==> src/bass_pkg.sv <==
// Shared constants, codes and types of the bounded array store with search and sort.
package bass_pkg;

    localparam int CAPACITY = 8;
    localparam int DATA_W   = 32;
    localparam int AW       = (CAPACITY > 1) ? $clog2(CAPACITY) : 1;
    localparam int CW       = $clog2(CAPACITY + 1);
    localparam int IDX_W    = 3;

    typedef enum logic [2:0] {
        KIND_INSERT  = 3'd0,
        KIND_DELETE  = 3'd1,
        KIND_DISPLAY = 3'd2,
        KIND_SEARCH  = 3'd3,
        KIND_SORT    = 3'd4
    } t_kind;

    typedef enum logic [2:0] {
        ST_OK       = 3'd0,
        ST_FULL     = 3'd1,
        ST_EMPTY    = 3'd2,
        ST_NOTFOUND = 3'd3,
        ST_INVALID  = 3'd4
    } t_status;

    typedef enum logic {
        CMP_EQ  = 1'b0,
        CMP_SGT = 1'b1
    } t_cmp_op;

    typedef enum logic [3:0] {
        S_IDLE,
        S_DECODE,
        S_DEL,
        S_DISP_RD,
        S_DISP_OUT,
        S_SRCH_RD,
        S_SRCH_CMP,
        S_SORT_RD,
        S_SORT_CMP,
        S_SORT_WB,
        S_REPLY
    } t_state;

endpackage

==> src/bounded_array_stack_search_sort_top.sv <==
// Top level of the bounded array store with insert, delete, display, search and sort.
//
// The input channel carries one operation per transaction (i_kind, i_value) under
// i_valid and o_stall; the output channel returns results (o_status, o_data,
// o_index, o_last) under o_valid and i_stall. o_last marks the final result of
// an operation. Operations run one at a time: o_stall is high from the cycle
// after acceptance until the last result has been loaded into the output register.
// The elements sit in a small memory with registered reads, and a single compare
// unit steps through them under a sequencer:
//   insert, invalid kind, empty store: the result is decided at decode;
//   delete: reads the last element before replying; display: reads and returns
//   each element in turn; search: compares each element until a hit or the last one;
//   sort: reads and compares each pair and writes an exchanged pair back.
// A synchronous reset empties the store and clears both channels; element
// contents are not cleared. While the receiver stalls, the output register holds
// its result and the sequencer waits before loading the next one.
module bounded_array_stack_search_sort_top
    import bass_pkg::*;
(
    input  logic                     i_clk,
    input  logic                     i_rst_n,
    input  logic                     i_valid,
    output logic                     o_stall,
    input  logic        [2:0]        i_kind,
    input  logic signed [DATA_W-1:0] i_value,
    output logic                     o_valid,
    input  logic                     i_stall,
    output logic        [2:0]        o_status,
    output logic signed [DATA_W-1:0] o_data,
    output logic        [IDX_W-1:0]  o_index,
    output logic                     o_last
);

    logic [DATA_W-1:0] r_mem [CAPACITY];

    t_state            r_state, n_state;
    logic [CW-1:0]     r_count, n_count;
    logic [CW-1:0]     r_i, n_i;
    logic [CW-1:0]     r_j, n_j;
    logic [2:0]        r_kind, n_kind;
    logic [DATA_W-1:0] r_key, n_key;
    t_status           r_status, n_status;
    logic [DATA_W-1:0] r_data, n_data;
    logic [IDX_W-1:0]  r_index, n_index;
    logic [DATA_W-1:0] r_rda, r_rdb;

    logic              r_o_valid;
    t_status           r_o_status;
    logic [DATA_W-1:0] r_o_data;
    logic [IDX_W-1:0]  r_o_index;
    logic              r_o_last;

    logic              mem_we;
    logic [AW-1:0]     mem_wa;
    logic [DATA_W-1:0] mem_wd;
    logic              rd_en;
    logic [AW-1:0]     ra, rb;
    t_cmp_op           cmp_op;
    logic [DATA_W-1:0] cmp_b;
    logic              cmp_hit;
    logic              out_load;
    t_status           out_status;
    logic [DATA_W-1:0] out_data;
    logic [IDX_W-1:0]  out_index;
    logic              out_last;
    logic              slot_free;
    logic              item_last;
    logic              sort_more_j;
    logic              sort_more_i;

    assign slot_free   = !r_o_valid || !i_stall;
    assign item_last   = ((r_i + CW'(1)) == r_count);
    assign sort_more_j = ((r_j + CW'(1)) < r_count);
    assign sort_more_i = ((r_i + CW'(2)) < r_count);
    assign cmp_b       = (cmp_op == CMP_EQ) ? r_key : r_rdb;

    bass_cmp u_cmp (
        .i_op  (cmp_op),
        .i_a   (r_rda),
        .i_b   (cmp_b),
        .o_hit (cmp_hit)
    );

    always_ff @(posedge i_clk) begin
        if (mem_we) begin
            r_mem[mem_wa] <= mem_wd;
        end
        if (rd_en) begin
            r_rda <= r_mem[ra];
            r_rdb <= r_mem[rb];
        end
    end

    always_ff @(posedge i_clk) begin
        if (!i_rst_n) begin
            r_state <= S_IDLE;
            r_count <= '0;
        end else begin
            r_state <= n_state;
            r_count <= n_count;
        end
    end

    always_ff @(posedge i_clk) begin
        r_i      <= n_i;
        r_j      <= n_j;
        r_kind   <= n_kind;
        r_key    <= n_key;
        r_status <= n_status;
        r_data   <= n_data;
        r_index  <= n_index;
    end

    always_comb begin
        n_state    = r_state;
        n_count    = r_count;
        n_i        = r_i;
        n_j        = r_j;
        n_kind     = r_kind;
        n_key      = r_key;
        n_status   = r_status;
        n_data     = r_data;
        n_index    = r_index;
        mem_we     = 1'b0;
        mem_wa     = r_i[AW-1:0];
        mem_wd     = r_rdb;
        rd_en      = 1'b0;
        ra         = r_i[AW-1:0];
        rb         = r_j[AW-1:0];
        cmp_op     = CMP_EQ;
        out_load   = 1'b0;
        out_status = r_status;
        out_data   = r_data;
        out_index  = r_index;
        out_last   = 1'b1;
        case (r_state)
            S_IDLE: begin
                if (i_valid) begin
                    n_kind  = i_kind;
                    n_key   = i_value;
                    n_state = S_DECODE;
                end
            end
            S_DECODE: begin
                n_status = ST_OK;
                n_data   = '0;
                n_index  = '0;
                n_i      = '0;
                n_j      = CW'(1);
                n_state  = S_REPLY;
                case (t_kind'(r_kind))
                    KIND_INSERT: begin
                        if (r_count == CW'(CAPACITY)) begin
                            n_status = ST_FULL;
                        end else begin
                            mem_we  = 1'b1;
                            mem_wa  = r_count[AW-1:0];
                            mem_wd  = r_key;
                            n_count = r_count + CW'(1);
                            n_data  = r_key;
                        end
                    end
                    KIND_DELETE: begin
                        if (r_count == '0) begin
                            n_status = ST_EMPTY;
                        end else begin
                            rd_en   = 1'b1;
                            n_count = r_count - CW'(1);
                            ra      = n_count[AW-1:0];
                            n_state = S_DEL;
                        end
                    end
                    KIND_DISPLAY: begin
                        if (r_count == '0) begin
                            n_status = ST_EMPTY;
                        end else begin
                            n_state = S_DISP_RD;
                        end
                    end
                    KIND_SEARCH: begin
                        if (r_count == '0) begin
                            n_status = ST_EMPTY;
                        end else begin
                            n_state = S_SRCH_RD;
                        end
                    end
                    KIND_SORT: begin
                        if (r_count == '0) begin
                            n_status = ST_EMPTY;
                        end else if (r_count != CW'(1)) begin
                            n_state = S_SORT_RD;
                        end
                    end
                    default: begin
                        n_status = ST_INVALID;
                    end
                endcase
            end
            S_DEL: begin
                n_data  = r_rda;
                n_state = S_REPLY;
            end
            S_DISP_RD: begin
                rd_en   = 1'b1;
                n_state = S_DISP_OUT;
            end
            S_DISP_OUT: begin
                out_status = ST_OK;
                out_data   = r_rda;
                out_index  = IDX_W'(r_i);
                out_last   = item_last;
                if (slot_free) begin
                    out_load = 1'b1;
                    if (item_last) begin
                        n_state = S_IDLE;
                    end else begin
                        n_i     = r_i + CW'(1);
                        n_state = S_DISP_RD;
                    end
                end
            end
            S_SRCH_RD: begin
                rd_en   = 1'b1;
                n_state = S_SRCH_CMP;
            end
            S_SRCH_CMP: begin
                cmp_op = CMP_EQ;
                if (cmp_hit) begin
                    n_data  = r_key;
                    n_index = IDX_W'(r_i);
                    n_state = S_REPLY;
                end else if (item_last) begin
                    n_status = ST_NOTFOUND;
                    n_state  = S_REPLY;
                end else begin
                    n_i     = r_i + CW'(1);
                    n_state = S_SRCH_RD;
                end
            end
            S_SORT_RD: begin
                rd_en   = 1'b1;
                n_state = S_SORT_CMP;
            end
            S_SORT_CMP: begin
                cmp_op = CMP_SGT;
                if (cmp_hit) begin
                    mem_we  = 1'b1;
                    mem_wa  = r_i[AW-1:0];
                    mem_wd  = r_rdb;
                    n_state = S_SORT_WB;
                end else if (sort_more_j) begin
                    n_j     = r_j + CW'(1);
                    n_state = S_SORT_RD;
                end else if (sort_more_i) begin
                    n_i     = r_i + CW'(1);
                    n_j     = r_i + CW'(2);
                    n_state = S_SORT_RD;
                end else begin
                    n_state = S_REPLY;
                end
            end
            S_SORT_WB: begin
                mem_we = 1'b1;
                mem_wa = r_j[AW-1:0];
                mem_wd = r_rda;
                if (sort_more_j) begin
                    n_j     = r_j + CW'(1);
                    n_state = S_SORT_RD;
                end else if (sort_more_i) begin
                    n_i     = r_i + CW'(1);
                    n_j     = r_i + CW'(2);
                    n_state = S_SORT_RD;
                end else begin
                    n_state = S_REPLY;
                end
            end
            S_REPLY: begin
                if (slot_free) begin
                    out_load = 1'b1;
                    n_state  = S_IDLE;
                end
            end
            default: begin
                n_state = S_IDLE;
            end
        endcase
    end

    always_ff @(posedge i_clk) begin
        if (!i_rst_n) begin
            r_o_valid <= 1'b0;
        end else if (out_load) begin
            r_o_valid <= 1'b1;
        end else if (!i_stall) begin
            r_o_valid <= 1'b0;
        end
    end

    always_ff @(posedge i_clk) begin
        if (out_load) begin
            r_o_status <= out_status;
            r_o_data   <= out_data;
            r_o_index  <= out_index;
            r_o_last   <= out_last;
        end
    end

    assign o_stall  = (r_state != S_IDLE);
    assign o_valid  = r_o_valid;
    assign o_status = r_o_status;
    assign o_data   = r_o_data;
    assign o_index  = r_o_index;
    assign o_last   = r_o_last;

endmodule

==> src/bass_cmp.sv <==
// Shared compare unit: equality for search and signed greater-than for sort.
module bass_cmp
    import bass_pkg::*;
(
    input  t_cmp_op                  i_op,
    input  logic    [DATA_W-1:0]     i_a,
    input  logic    [DATA_W-1:0]     i_b,
    output logic                     o_hit
);

    always_comb begin
        case (i_op)
            CMP_EQ:  o_hit = (i_a == i_b);
            CMP_SGT: o_hit = ($signed(i_a) > $signed(i_b));
            default: o_hit = 1'b0;
        endcase
    end

endmodule

==> config.mk <==
export PLATFORM = sky130hd
export DESIGN_NAME = bounded_array_stack_search_sort_top
export DESIGN_NICKNAME = d
export VERILOG_FILES = /design/src/bass_pkg.sv /design/src/bounded_array_stack_search_sort_top.sv /design/src/bass_cmp.sv
export SDC_FILE = /design/constraint.sdc
export NUM_CORES = 1
export LEC_CHECK = 0
export ABC_AREA = 1
export BUFFER_PORTS_ARGS = -buffer_cell sky130_fd_sc_hd__buf_2
export CAP_MARGIN = 15
export CORE_AREA = 5 5 264 266
export DETAILED_ROUTE_END_ITERATION = 8
export DIE_AREA = 0 0 269 271
export SETUP_SLACK_MARGIN = 0.3
export SLEW_MARGIN = 20
export SYNTH_ARGS = -nofsm -noshare
export SYNTH_HDL_FRONTEND = slang
export SYNTH_HIERARCHICAL = 1
export SYNTH_SLANG_ARGS = --single-unit
==> constraint.sdc <==
create_clock -name i_clk -period 9.7 [get_ports i_clk]
set_input_delay 0.97 -clock i_clk [delete_from_list [all_inputs] [get_ports i_clk]]
set_output_delay 0.97 -clock i_clk [all_outputs]
set_load 0.01 [all_outputs]
After elaboration in Yosys (flattened, before gate mapping)
Memory sizes are Yosys's and may differ from the RTL's. A register that Yosys moved wholly into a read port is not among the register bits.
Cells that the tools add are included.
- register bits after elaboration: 129
- memories: 1
- output and inout port bits: 41
- logic and storage cells: 144
- bits in writable memories: 256
- bits of input ports: 39
- memories (name ; words ; bits a word ; rd ports ; clocked after Yosys merged registers in ; write ports ; RTL line ; source):
    r_mem ; 8 ; 32 ; 2 ; 2 ; 1 ; bounded_array_stack_search_sort_top.sv:34 ; logic [DATA_W-1:0] r_mem [CAPACITY];
- eq/ne operators: 28
- bitwise gates (word level): 1
- muxes and demuxes: 69
- reductions and logical operators: 23
- $lt $le $gt $ge: 3
- $add $sub $neg: 5
- operator list (operator ; count):
    2-to-1 mux 32 bit ; 7
    2-to-1 mux 4 bit ; 24
    one-hot mux 32 bit (3 select lines) ; 1
    one-hot mux 32 bit (2 select lines) ; 1
    one-hot mux 4 bit (11 select lines) ; 1
    equality test 32 bit ; 1
    > comparator 32 bit ; 1
    2-to-1 mux 3 bit ; 9
    one-hot mux 3 bit (2 select lines) ; 4
    one-hot mux 4 bit (5 select lines) ; 1
    inequality test 2 bit, second input constant ; 9
    equality test 4 x 3 -> 1 bit, second input constant ; 4
    equality test 4 bit, second input constant ; 4
    one-hot mux 4 bit (4 select lines) ; 1
    2-to-1 mux 1 bit ; 13
    adder 4 x 1 -> 4 bit, second input constant ; 3
    one-hot mux 4 bit (3 select lines) ; 1
    equality test 4 x 2 -> 1 bit, second input constant ; 2
    logical NOT 4 bit ; 2
    < comparator 4 bit ; 2
    one-hot mux 4 bit (2 select lines) ; 1
    AND reduction 2 bit ; 4
    AND reduction 4 bit ; 2
    equality test 3 x 2 -> 1 bit, second input constant ; 2
    other kinds (23) ; 29

Depth between registers and ports, before layout
Gate-level depths: netlist of the first run.
- depth in word-level cells: 9
- mapped depth: 30
- mapped depth without buffers: 29

Modules after synthesis
Netlist of the first run, hierarchy kept.
- by module, submodules not included (module ; area an instance (µm²) ; times used ; seq. area each (µm²) ; cells an instance):
    bounded_array_stack_search_sort_top ; 22246.3 ; 1 ; 13392.8 ; 2381
    bass_cmp ; 909.6 ; 1 ; 0.0 ; 150

Worst setup path after synthesis of the first run
No wires, ideal clock.
- path kind: register -> register
- start: register r_state[0]
- end: memory r_mem[1][0] (enable)
- buffers on the path: 2
- data arrival time: 4130 ps
- period minus slack after synthesis: 4551 ps
- required time: 9279 ps
- cell stages (with the launch flop): 23
- setup slack: 5149 ps
- setup time: 421 ps
- cells stage by stage: dfxtp_1 > nor2_1 > nand2_1 > clkbuf_1 > clkbuf_1 > nand2_1 > o21ai_0 > inv_1 > ha_1 > nand2_2 > nor2_2 > and2_4 > nand2_2 > o21ai_2 > nor2_1 > nand3_1 > nand3_1 > nand2_1 > inv_1 > nor2_1 > or2_1 > o21ai_1 > nor2_1
- word-level cells in the longest chain between the ends: 9
- elaborated cells on any way between the ends: 14
- classes of those cells: order compare: 1; eq/ne: 4; mux: 8; bitwise: 1
- RTL lines (item ; RTL line ; source):
    start, declared ; bounded_array_stack_search_sort_top.sv:36 ; t_state r_state, n_state;
    start signal, assigned ; bounded_array_stack_search_sort_top.sv:99 ; r_state <= n_state;
    equality test 4 bit (*) ; bounded_array_stack_search_sort_top.sv:136 ; case (r_state)
    2-to-1 mux 1 bit (*) ; bounded_array_stack_search_sort_top.sv:136 ;
    2-to-1 mux 32 bit (*) ; bounded_array_stack_search_sort_top.sv:75 ; assign cmp_b = (cmp_op == CMP_EQ) ? r_key : r_rdb;
    net cmp_b[30] ; bounded_array_stack_search_sort_top.sv:59 ; logic [DATA_W-1:0] cmp_b;
    > comparator 32 bit or equality test 32 bit (tied branches) ; bass_cmp.sv:14, bass_cmp.sv:13 ;
    one-hot mux 1 bit (2 select lines) (*) ; bass_cmp.sv:12 ; case (i_op)
    net cmp_hit ; bounded_array_stack_search_sort_top.sv:60 ; logic cmp_hit;
    2-to-1 mux 1 bit (*) ; bounded_array_stack_search_sort_top.sv:246 ; if (cmp_hit) begin
    one-hot mux 1 bit (3 select lines) (*) ; bounded_array_stack_search_sort_top.sv:136 ;
    2-to-1 mux 1 bit (*) ; bounded_array_stack_search_sort_top.sv:85 ; if (mem_we) begin
    2-to-1 mux 1 bit (not written as such) (*) ; bounded_array_stack_search_sort_top.sv:86 ; r_mem[mem_wa] <= mem_wd;
    end, declared ; bounded_array_stack_search_sort_top.sv:34 ;
Mark *: on every way through the listed nets, which the timed path passes. The rest lies on a longest branch.

Worst setup path in the final report of the first run
- start: register r_state[0]
- end: memory r_mem[3][0] (enable)
The elaborated chain is that of the path after synthesis.

==> qor.yml, run 1 <==
max_freq_ghz: 0.2113
fin_setup_tns_ps: 0
cts-resized-gates: 0
finClkSkew_ps: 32.03
p_clk_share_pct: 23.7
intPower_mw: 4.625
postCtsHoldBufs: 0
clock_sinks: 449
die_area_sq_um: 72900
synth_ff_type: "edfxtp_1"
pwr-share-comb_pct: 38.8
drive_above_1_share_pct: 8.667
h-tree-depth: 2
worstPathArrival_ps: 5000
cap_viol_max_count: 0
io_buffers: 79
r2r-end: "r_mem[3][0]"
crit_path_end_kind: "flop"
cp-start-kind: "flop"
synth_area_sq_um: 23160
ys_ff_latch: 449
nNetsFinal: 2642
dieHeight_um: 271
dp_hpwl_mm: 41.11
preCtsSetupSlack_ps: 5058
worst_slack_ps: 4968
power_mw: 7.716
routabilityCongestion: 0.8749
period_share_pct: 48.78
cts_tree: "built"
synth_fp_nets: 2615
die_w_um: 269
ff2ff_path_depth: 19
p_sw_share_pct: 40.06
ios: 80
crit_path_end: "r_mem[3][0]"
viasPerCell: 5.137
placedCellCount: 3382
yosysWarnings: 6
final_max_slew_viol_count: 0
crit_type: "reg -> reg"
post_cts_buffers: 0
timing.hold.ws_ps: 520.5
nFillCells: 6439
wl_per_cell_um: 18.16
slowest_stage: "nor2_4"
drc_errors: 0
wirelength_mm: 62.99
crit_family: "simple AND/OR/NAND/NOR gates"
path_depth: 19
antenna_found_initial: 0
synthCells: 2531
switching_power_mw: 3.091
synth-edff-count: 440
avgSynthCellArea_sq_um: 9.149
ys_types: 43
register_area_sq_um: 13390
placed_area_sq_um: 24420
finalHoldViolations: 0
pwr-share-seq_pct: 37.5
root_buffer: "clkbuf_16"
slew-limit-headroom_pct: 27.94
cts-buffers-inserted: 46
crit_path_max_incr_delay_ps: 620
post-route-cell-area_sq_um: 25990
initial_core_util_pct: 34.66
r2r_start: "r_state[0]"
final-setup-viol-count: 0
grt_max_degree: 95
num_rows: 95
drt_iter0_drc: 1797
async_reset_ff_share_pct: 0
min_path_type: "reg -> reg"
fin_cells: 3469
ys_seq_area_share_pct: 57.84
drtPass1Iterations: 6
min_period_ps: 4732
multi_input_area_sq_um: 7559
p_per_area_nw_per_um2: 296.8
clock_latency_ps: 590
vdd_ir_drop_max_mv: 0.1412
post-route-util_pct: 38.91
globalRoute.totalOverflow: 0
cp.required_ps: 9970
critPathLaunch: "r_state[0]"
crit_fanout: 66
grt_pass1_vias: 16584
cellLeakagePower_nw: 11.10
grt_setup_unrepaired: "no"
status: "finished clean"
track_usage_pct: 16.54
grt_pass1_wl_mm: 95.45
critPathBufInv: 4
clk_pin_slew_worst_paths_ps: 60
vias: 17819
clockBufferDepth: 3
antenna_left: 0
crit_chain: "nor2_1, nand2_2, buf_4, nand2_1, o21ai_0, inv_1, ha_1, nand4_1, nor2_1, nand3_1, nor3_1, nand2_1, nand2_1, inv_1, nor2_1, or2_1, o21ai_1, nor2_4, buf_16"
reg2reg_slack_ps: 4970
area_growth_pct: 12.26
diodes: 0
core_area_sq_um: 66800
worstMarginPinSlew_ps: 1081
-- registers in the layout, summed over array words and instances (netlist names) --
register  cells
r_rdb        32
r_mem       256
r_status      3
o_valid       1
r_count       4
o_status      3
r_j           4
r_i           4
o_last        1
r_rda        32
r_index       3
r_state       4
o_index       3
r_data       32
r_kind        3
o_data       32
r_key        32
-- cell type report --
cell class                 count  share of cell area (%)
clock inverter                32                   1.434
sequential                   449                   51.52
timing repair buffer         112                   2.955
multi-input combinational   1515                   29.08
clock buffer                  54                   4.544
inverter                     434                   6.267
tap                          873                   4.202
-- cell families (layout without fill, tap and decap cells) --
| group | after synthesis | in the layout | synth area share, % |
|---|---|---|---|
| xor gates and xnor gates | 6 | 6 | 0.2269 |
| buffers and inverters | 567 | 632 | 10.00 |
| adders and majority gates | 45 | 45 | 2.432 |
| and+or+nand+nor | 981 | 981 | 17.23 |
| DFF | 449 | 449 | 57.84 |
| AOI/OAI and AO/OA | 483 | 483 | 12.27 |
-- power groups by stage --
stage          combinational, mW  sequential (mW)  clock, mW
6_report                    3.00             2.89       1.83
5_1_grt                     3.32             2.91       1.95
4_1_cts                     2.96             2.89       1.87
3_5_place_dp                2.95             2.93          0
3_3_place_gp                2.86             2.93          0
2_1_floorplan               2.06             2.89          0
-- worst register-to-register path: stages (launching register included) --
cell and delay (ps):
dfxtp_1 450, nor2_1 120, nand2_2 70, buf_4 480, nand2_1 120, o21ai_0 100
inv_1 70, ha_1 310, nand4_1 160, nor2_1 170, nand3_1 170, nor3_1 240
nand2_1 80, nand2_1 210, inv_1 140, nor2_1 180, or2_1 190, o21ai_1 270
nor2_4 620, buf_16 240
-- cell usage in the layout (no fill, tap or decap), drive strengths merged, types with 8 or more instances in the layout --
cell and n:
ha 45, nand4 8, a21oi 124, clkinv 19, nor2 67, inv 436
o21ai 214, nand2 738, nand3 158, dfxtp 9, clkbuf 54, o22ai 11
buf 112, o221ai 52, a221oi 32, edfxtp 440, a31oi 36
-- routing by layer --
layer,vias to the layer above,track usage [%],part of all wire [%]
met3,121,2.481,8.3
met4,0,5.968,3.0
met5,-,0,0
met2,797,25.73,45
li1,8544,-,-
met1,8357,23.51,44
-- worst min path at each step --
| stage | endpoint | slack [ps] | cells after the start | startpoint |
|---|---|---|---|---|
| 2_1_floorplan | o_data[0] | 500 | 2 | r_data[0] |
| 3_3_place_gp | o_data[9] | 510 | 2 | r_data[9] |
| 3_5_place_dp | o_data[10] | 510 | 2 | r_data[10] |
| 4_1_cts | r_key[15] | 510 | 1 | i_value[15] |
| 5_1_grt | r_key[29] | 530 | 1 | i_value[29] |
| 6_report | o_data[18] | 520 | 2 | r_data[18] |
-- synth_stat cells, types with 10 or more instances --
| cell | instances | area share, % |
|---|---|---|
| o21ai_1 | 13 | 0.28 |
| o22ai_1 | 10 | 0.27 |
| buf_4 | 13 | 0.42 |
| a221oi_1 | 32 | 1.2 |
| inv_2 | 10 | 0.16 |
| inv_1 | 421 | 6.8 |
| edfxtp_1 | 440 | 57 |
| clkbuf_1 | 66 | 1.1 |
| o221ai_1 | 52 | 2.0 |
| o21ai_0 | 199 | 4.3 |
| ha_1 | 45 | 2.4 |
| nor2_1 | 62 | 1.0 |
| nand2_1 | 732 | 12 |
| buf_2 | 27 | 0.58 |
| nand3_1 | 156 | 3.4 |
| buf_6 | 14 | 0.68 |
| buf_1 | 13 | 0.21 |
| a31oi_1 | 36 | 0.97 |
| a21oi_1 | 124 | 2.7 |
No activity file was read; power rests on OpenSTA's default activity.
==> run 2, diff against run 1 <==
clock period = 3.8 ns   (was 9.7 ns; I/O delays follow)
==> qor.yml, run 2 (synthesized netlist as in run 1, its figures left out) <==
status: "finished clean"
nFillCells: 6296  # -2.2%
wirelength_mm: 68.16  # +8.2%
antenna_left: 0  # unchanged
crit_fanout: 8  # -88%
placedCellCount: 3400  # +0.53%
min_path_type: "in -> reg"
globalRoute.totalOverflow: 0  # unchanged
viasPerCell: 5.157  # +0.40%
finClkSkew_ps: 30.99  # -1.035 ps
power_mw: 20.62  # +170%
cp.required_ps: 4080  # -5890 ps
p_per_area_nw_per_um2: 743.5  # +150%
cts_tree: "built"
area_growth_pct: 19.76
drc_errors: 0  # unchanged
core_area_sq_um: 66800  # unchanged
crit_type: "reg -> reg"
regMostFlops: "r_mem"
grt_pass1_vias: 17087  # +3.0%
post-route-util_pct: 41.51  # +2.6 points
nNetsFinal: 2734  # +3.5%
final-setup-viol-count: 0  # unchanged
clockBufferDepth: 3  # unchanged
dp_hpwl_mm: 43.38  # +5.5%
max_freq_ghz: 0.2763  # +31%
num_rows: 95  # unchanged
cts-buffers-inserted: 46  # unchanged
ios: 80  # unchanged
period_share_pct: 95.24  # +46 points
worstPathArrival_ps: 3900  # -1100 ps
diodes: 0  # unchanged
worstMarginPinSlew_ps: 1126  # +45.24 ps
final_common_cell: "nand2_1"
final_cell_mix: "nand2_1, edfxtp_1, inv_1"
antenna_found_initial: 0  # unchanged
final_max_slew_viol_count: 0  # unchanged
vias: 18359  # +3.0%
dieHeight_um: 271  # unchanged
crit_path_end_kind: "flop"
die_area_sq_um: 72900  # unchanged
wl_per_cell_um: 19.15  # +5.4%
die_w_um: 269  # unchanged
cap_viol_max_count: 0  # unchanged
min_period_ps: 3619  # -1113 ps
fin_setup_tns_ps: 0  # unchanged
fin_cells: 3560  # +2.6%
drt_iter0_drc: 2094  # +17%
finalHoldViolations: 0  # unchanged
root_buffer: "clkbuf_16"
clock_latency_ps: 600  # about the same
clk_pin_slew_worst_paths_ps: 60  # about the same
track_usage_pct: 17.50  # +0.97 points
vdd_ir_drop_max_mv: 0.6668  # +370%
routabilityCongestion: 0.8978  # +2.6%
slew-limit-headroom_pct: 24.93  # -3.0 points
drive_above_1_share_pct: 12.47  # +3.8 points
cellLeakagePower_nw: 11.80  # +6.3%
largest_reg_flops: 256  # unchanged
grt_setup_unrepaired: "yes"
grt_max_degree: 161  # +69%
cp-start-kind: "flop"
grt_pass1_wl_mm: 100.5  # +5.3%
clock_sinks: 449  # unchanged
drtPass1Iterations: 6  # unchanged
h-tree-depth: 2  # unchanged
io_buffers: 79  # unchanged
initial_core_util_pct: 34.66  # unchanged
[run 2: metal layers]
layer / wire length [um] / part of all wire (%) / global-route usage (%) / vias up
met5: 0 / 0 / 0 / -
met4: 1903 / 2.8 / 5.284 / 0
met3: 6057 / 8.9 / 2.717 / 116
met2: 30100 / 44 / 26.27 / 878
met1: 30100 / 44 / 26.12 / 8640
li1: - / - / - / 8725
[run 2: final timing paths]
check	startpoint	end	slack, ps	cells after the start
max	r_state[3]	r_mem[2][11]	180	24
min	i_rst_n	r_state[2]	110	3
max reg2reg	r_state[3]	r_mem[2][11]	180	24
min reg2reg	r_data[18]	o_data[18]	530	2
[run 2: repair_timing]
| action | CTS | global route |
|---|---|---|
| resized for setup | 22 | 78 |
| gates cloned | 4 | 21 |
| buffers inserted | 6 | 9 |
| endpoints found under the hold margin | 35 | 0 |
| pin swaps | 6 | 16 |
| setup endpoints to repair | 260 | 265 |
| hold buffers | 35 | 0 |
[run 2: report_power, final]
part | switching, mW | total (mW) | internal [mW]
clock network | 1.91 | 4.51 | 2.61
registers | 0.397 | 7.40 | 7.00
logic | 6.08 | 8.70 | 2.62
[run 2: per-stage QoR]
| step | instance area [sq um] | setup WS, ps | hold WS [ps] |
|---|---|---|---|
| 4_1_cts | 26840 | 302.0 | 81.68 |
| 3_5_place_dp | 24750 | 167.2 | 516.2 |
| 6_report | 27730 | 181.0 | 109.3 |
| 5_1_grt | 27730 | 55.01 | 116.4 |
| 3_3_place_gp | 24750 | 170.9 | 510.2 |
| 2_1_floorplan | 23270 | 320.4 | 477.6 |
[run 2: critical path, stage by stage (launching register included)]
cell and delay [ps]:
dfxtp_2 340, inv_2 50, nor2_4 170, nand2_8 140
buf_12 170, clkbuf_16 160, o21ai_0 180, inv_1 80
ha_1 270, nand2_1 80, a21oi_2 140, nor2_2 50
o21ai_2 130, nor2_2 50, nand3_1 80, nand3_1 90
nand2_2 120, inv_2 50, nor2_2 90, or2_4 170
buf_6 130, nand2_8 80, nor2_4 150, buf_12 140
clkbuf_16 180
[run 2: final cells by class]
class                   count  area, sq um  area share, %
flip-flops and latches    449        13400          48.31
multi-input cells        1515         7895          28.47
repair buffers            204         2211          7.972
inverters                 434         1629          5.874
clock buffers              52         1195          4.309
well taps                 873         1092          3.939
clock inverters            33        312.8          1.128
==> run 3, diff against run 2 <==
clock period = 4.3 ns   (was 3.8 ns; I/O delays follow)
==> qor.yml, run 3 (synthesized netlist as in run 1, its figures left out) <==
grt_pass1_vias: 16739  # -2.0%
crit_type: "reg -> reg"
final_common_cell: "nand2_1"
grt_pass1_wl_mm: 98.43  # -2.1%
vdd_ir_drop_max_mv: 0.4634  # -31%
initial_core_util_pct: 34.66  # unchanged
h-tree-depth: 2  # unchanged
drtPass1Iterations: 5  # -1
area_growth_pct: 14.05
placedCellCount: 3390  # -0.29%
worstMarginPinSlew_ps: 1070  # -56.11 ps
intPower_mw: 10.41  # -15%
nNetsFinal: 2679  # -2.0%
p_clk_share_pct: 22.9  # +1.0 points
dieHeight_um: 271  # unchanged
die_w_um: 269  # unchanged
preCtsSetupSlack_ps: 301.9  # +134.7 ps
slowest_stage: "dfxtp_1"
track_usage_pct: 17.04  # -0.46 points
drt_iter0_drc: 1785  # -15%
wl_per_cell_um: 18.28  # -4.5%
drc_errors: 0  # unchanged
clock_sinks: 449  # unchanged
min_period_ps: 3736  # +116.8 ps
finalHoldViolations: 0  # unchanged
cp-start-kind: "flop"
cellLeakagePower_nw: 11.28  # -4.4%
io_buffers: 79  # unchanged
fin_setup_tns_ps: 0  # unchanged
clk_pin_slew_worst_paths_ps: 60  # about the same
ios: 80  # unchanged
grt_setup_unrepaired: "yes"
p_per_area_nw_per_um2: 669.4  # -10%
root_buffer: "clkbuf_16"
regMostFlops: "r_mem"
crit_path_max_incr_delay_ps: 350  # about the same
final_cell_mix: "nand2_1, edfxtp_1, inv_1"
post-route-cell-area_sq_um: 26410  # -4.8%
cap_viol_max_count: 0  # unchanged
pwr-share-seq_pct: 36.8  # +0.9 points
slew-limit-headroom_pct: 28.67  # +3.7 points
wirelength_mm: 64.09  # -6.0%
globalRoute.totalOverflow: 0  # unchanged
switching_power_mw: 7.263  # -13%
antenna_found_initial: 0  # unchanged
cts_tree: "built"
crit_path_end_kind: "flop"
nFillCells: 6491  # +3.1%
post_cts_buffers: 0  # -6
final-setup-viol-count: 0  # unchanged
diodes: 0  # unchanged
worstPathArrival_ps: 4000  # +100 ps
drive_above_1_share_pct: 9.271  # -3.2 points
cp.required_ps: 4560  # +480 ps
grt_max_degree: 105  # -35%
cts-buffers-inserted: 45  # -2.2%
placed_area_sq_um: 24520  # -0.91%
p_sw_share_pct: 41.09  # +0.39 points
vias: 17940  # -2.3%
crit_fanout: 66  # +58
pwr-share-comb_pct: 40.3  # -1.9 points
dp_hpwl_mm: 44.11  # +1.7%
largest_reg_flops: 256  # unchanged
period_share_pct: 86.88  # -8.4 points
crit_chain: "inv_1, nor2_2, nand2_2, buf_12, o21ai_0, inv_1, ha_1, nand4_1, nor2_1, nand3_1, nor3_1, nand2_1, nand2_1, inv_1, nor2_2, or2_4, nand2_2, nor2_4, buf_12"
final_max_slew_viol_count: 0  # unchanged
fin_cells: 3505  # -1.5%
max_freq_ghz: 0.2677  # -3.1%
status: "finished clean"
die_area_sq_um: 72900  # unchanged
num_rows: 95  # unchanged
antenna_left: 0  # unchanged
clockBufferDepth: 3  # unchanged
finClkSkew_ps: 27.44  # -3.553 ps
routabilityCongestion: 0.9062  # +0.94%
viasPerCell: 5.118  # -0.75%
crit_top_cell: "inv_1"
min_path_type: "in -> reg"
worst_slack_ps: 564.2  # +383.2 ps
clock_latency_ps: 600  # about the same
core_area_sq_um: 66800  # unchanged
## run 3: cell types whose count changed in the layout (fill, tap and decap cells not counted), moves of 7 or more
cell | before | now
buf_12 | 33 | 13
ha_1 | 33 | 45
o21ai_1 | 32 | 12
a21oi_2 | 7 | 0
nand2_1 | 719 | 729
clkbuf_16 | 62 | 45
a21oi_1 | 116 | 123
buf_6 | 7 | 0
ha_4 | 12 | 0
o21ai_0 | 176 | 199
## run 3: timing repair
action | CTS | global route
gates resized for setup | 1 | 6
endpoints found under the setup margin | 65 | 260
hold buffers | 29 | 0
hold endpoints to repair | 29 | 0
## run 3: critical path, delay by kind of cell, from the launching register on
kind                       cells  cell delay (ps)
adders and majority gates      1              320
DFF                            1              350
AOI/OAI and AO/OA              1              170
buffers and inverters          5              640
and+or+nand+nor               12             1860
## run 3: routing by layer
metal | track usage [%] | part of all wire [%]
met5 | 0 | 0
met4 | 5.136 | 2.7
met3 | 2.662 | 8.6
met2 | 24.62 | 42
met1 | 26.26 | 47
## run 3: stage by stage
step	hold WS (ps)	power, mW	util (%)
2_1_floorplan	500.0	11.17	-
4_1_cts	3.826	17.64	39.43
6_report	40.38	17.68	39.53
3_3_place_gp	511.1	13.37	36.70
3_5_place_dp	517.1	13.51	36.71
5_1_grt	23.16	18.74	39.53
## run 3: layout make-up
type | count | area, sq um | area share [%]
multi-input combinational | 1515 | 7585 | 28.72
clock buffer | 48 | 1137 | 4.307
timing repair buffer | 150 | 1184 | 4.482
inverter | 434 | 1632 | 6.178
clock inverter | 36 | 386.6 | 1.464
tap | 873 | 1092 | 4.136
sequential | 449 | 13390 | 50.71
## run 3: path summary, 6_finish.rpt
check	startpoint	endpoint	slack, ps	depth (start not counted)
setup / recovery	r_state[3]	r_mem[4][4]	560	19
hold / removal	i_value[25]	r_key[25]	40	1
setup reg to reg	r_state[3]	r_mem[4][4]	560	19
hold reg to reg	r_data[0]	o_data[0]	530	2
## run 3: power by group through the flow
stage	Clock (mW)	Combinational (mW)	Sequential [mW]
after floorplan	0	4.66	6.51
final	4.05	7.12	6.51
after global routing	4.32	7.87	6.55
after detailed placement	0	6.92	6.59
after global placement	0	6.79	6.58
after CTS	4.16	6.97	6.51
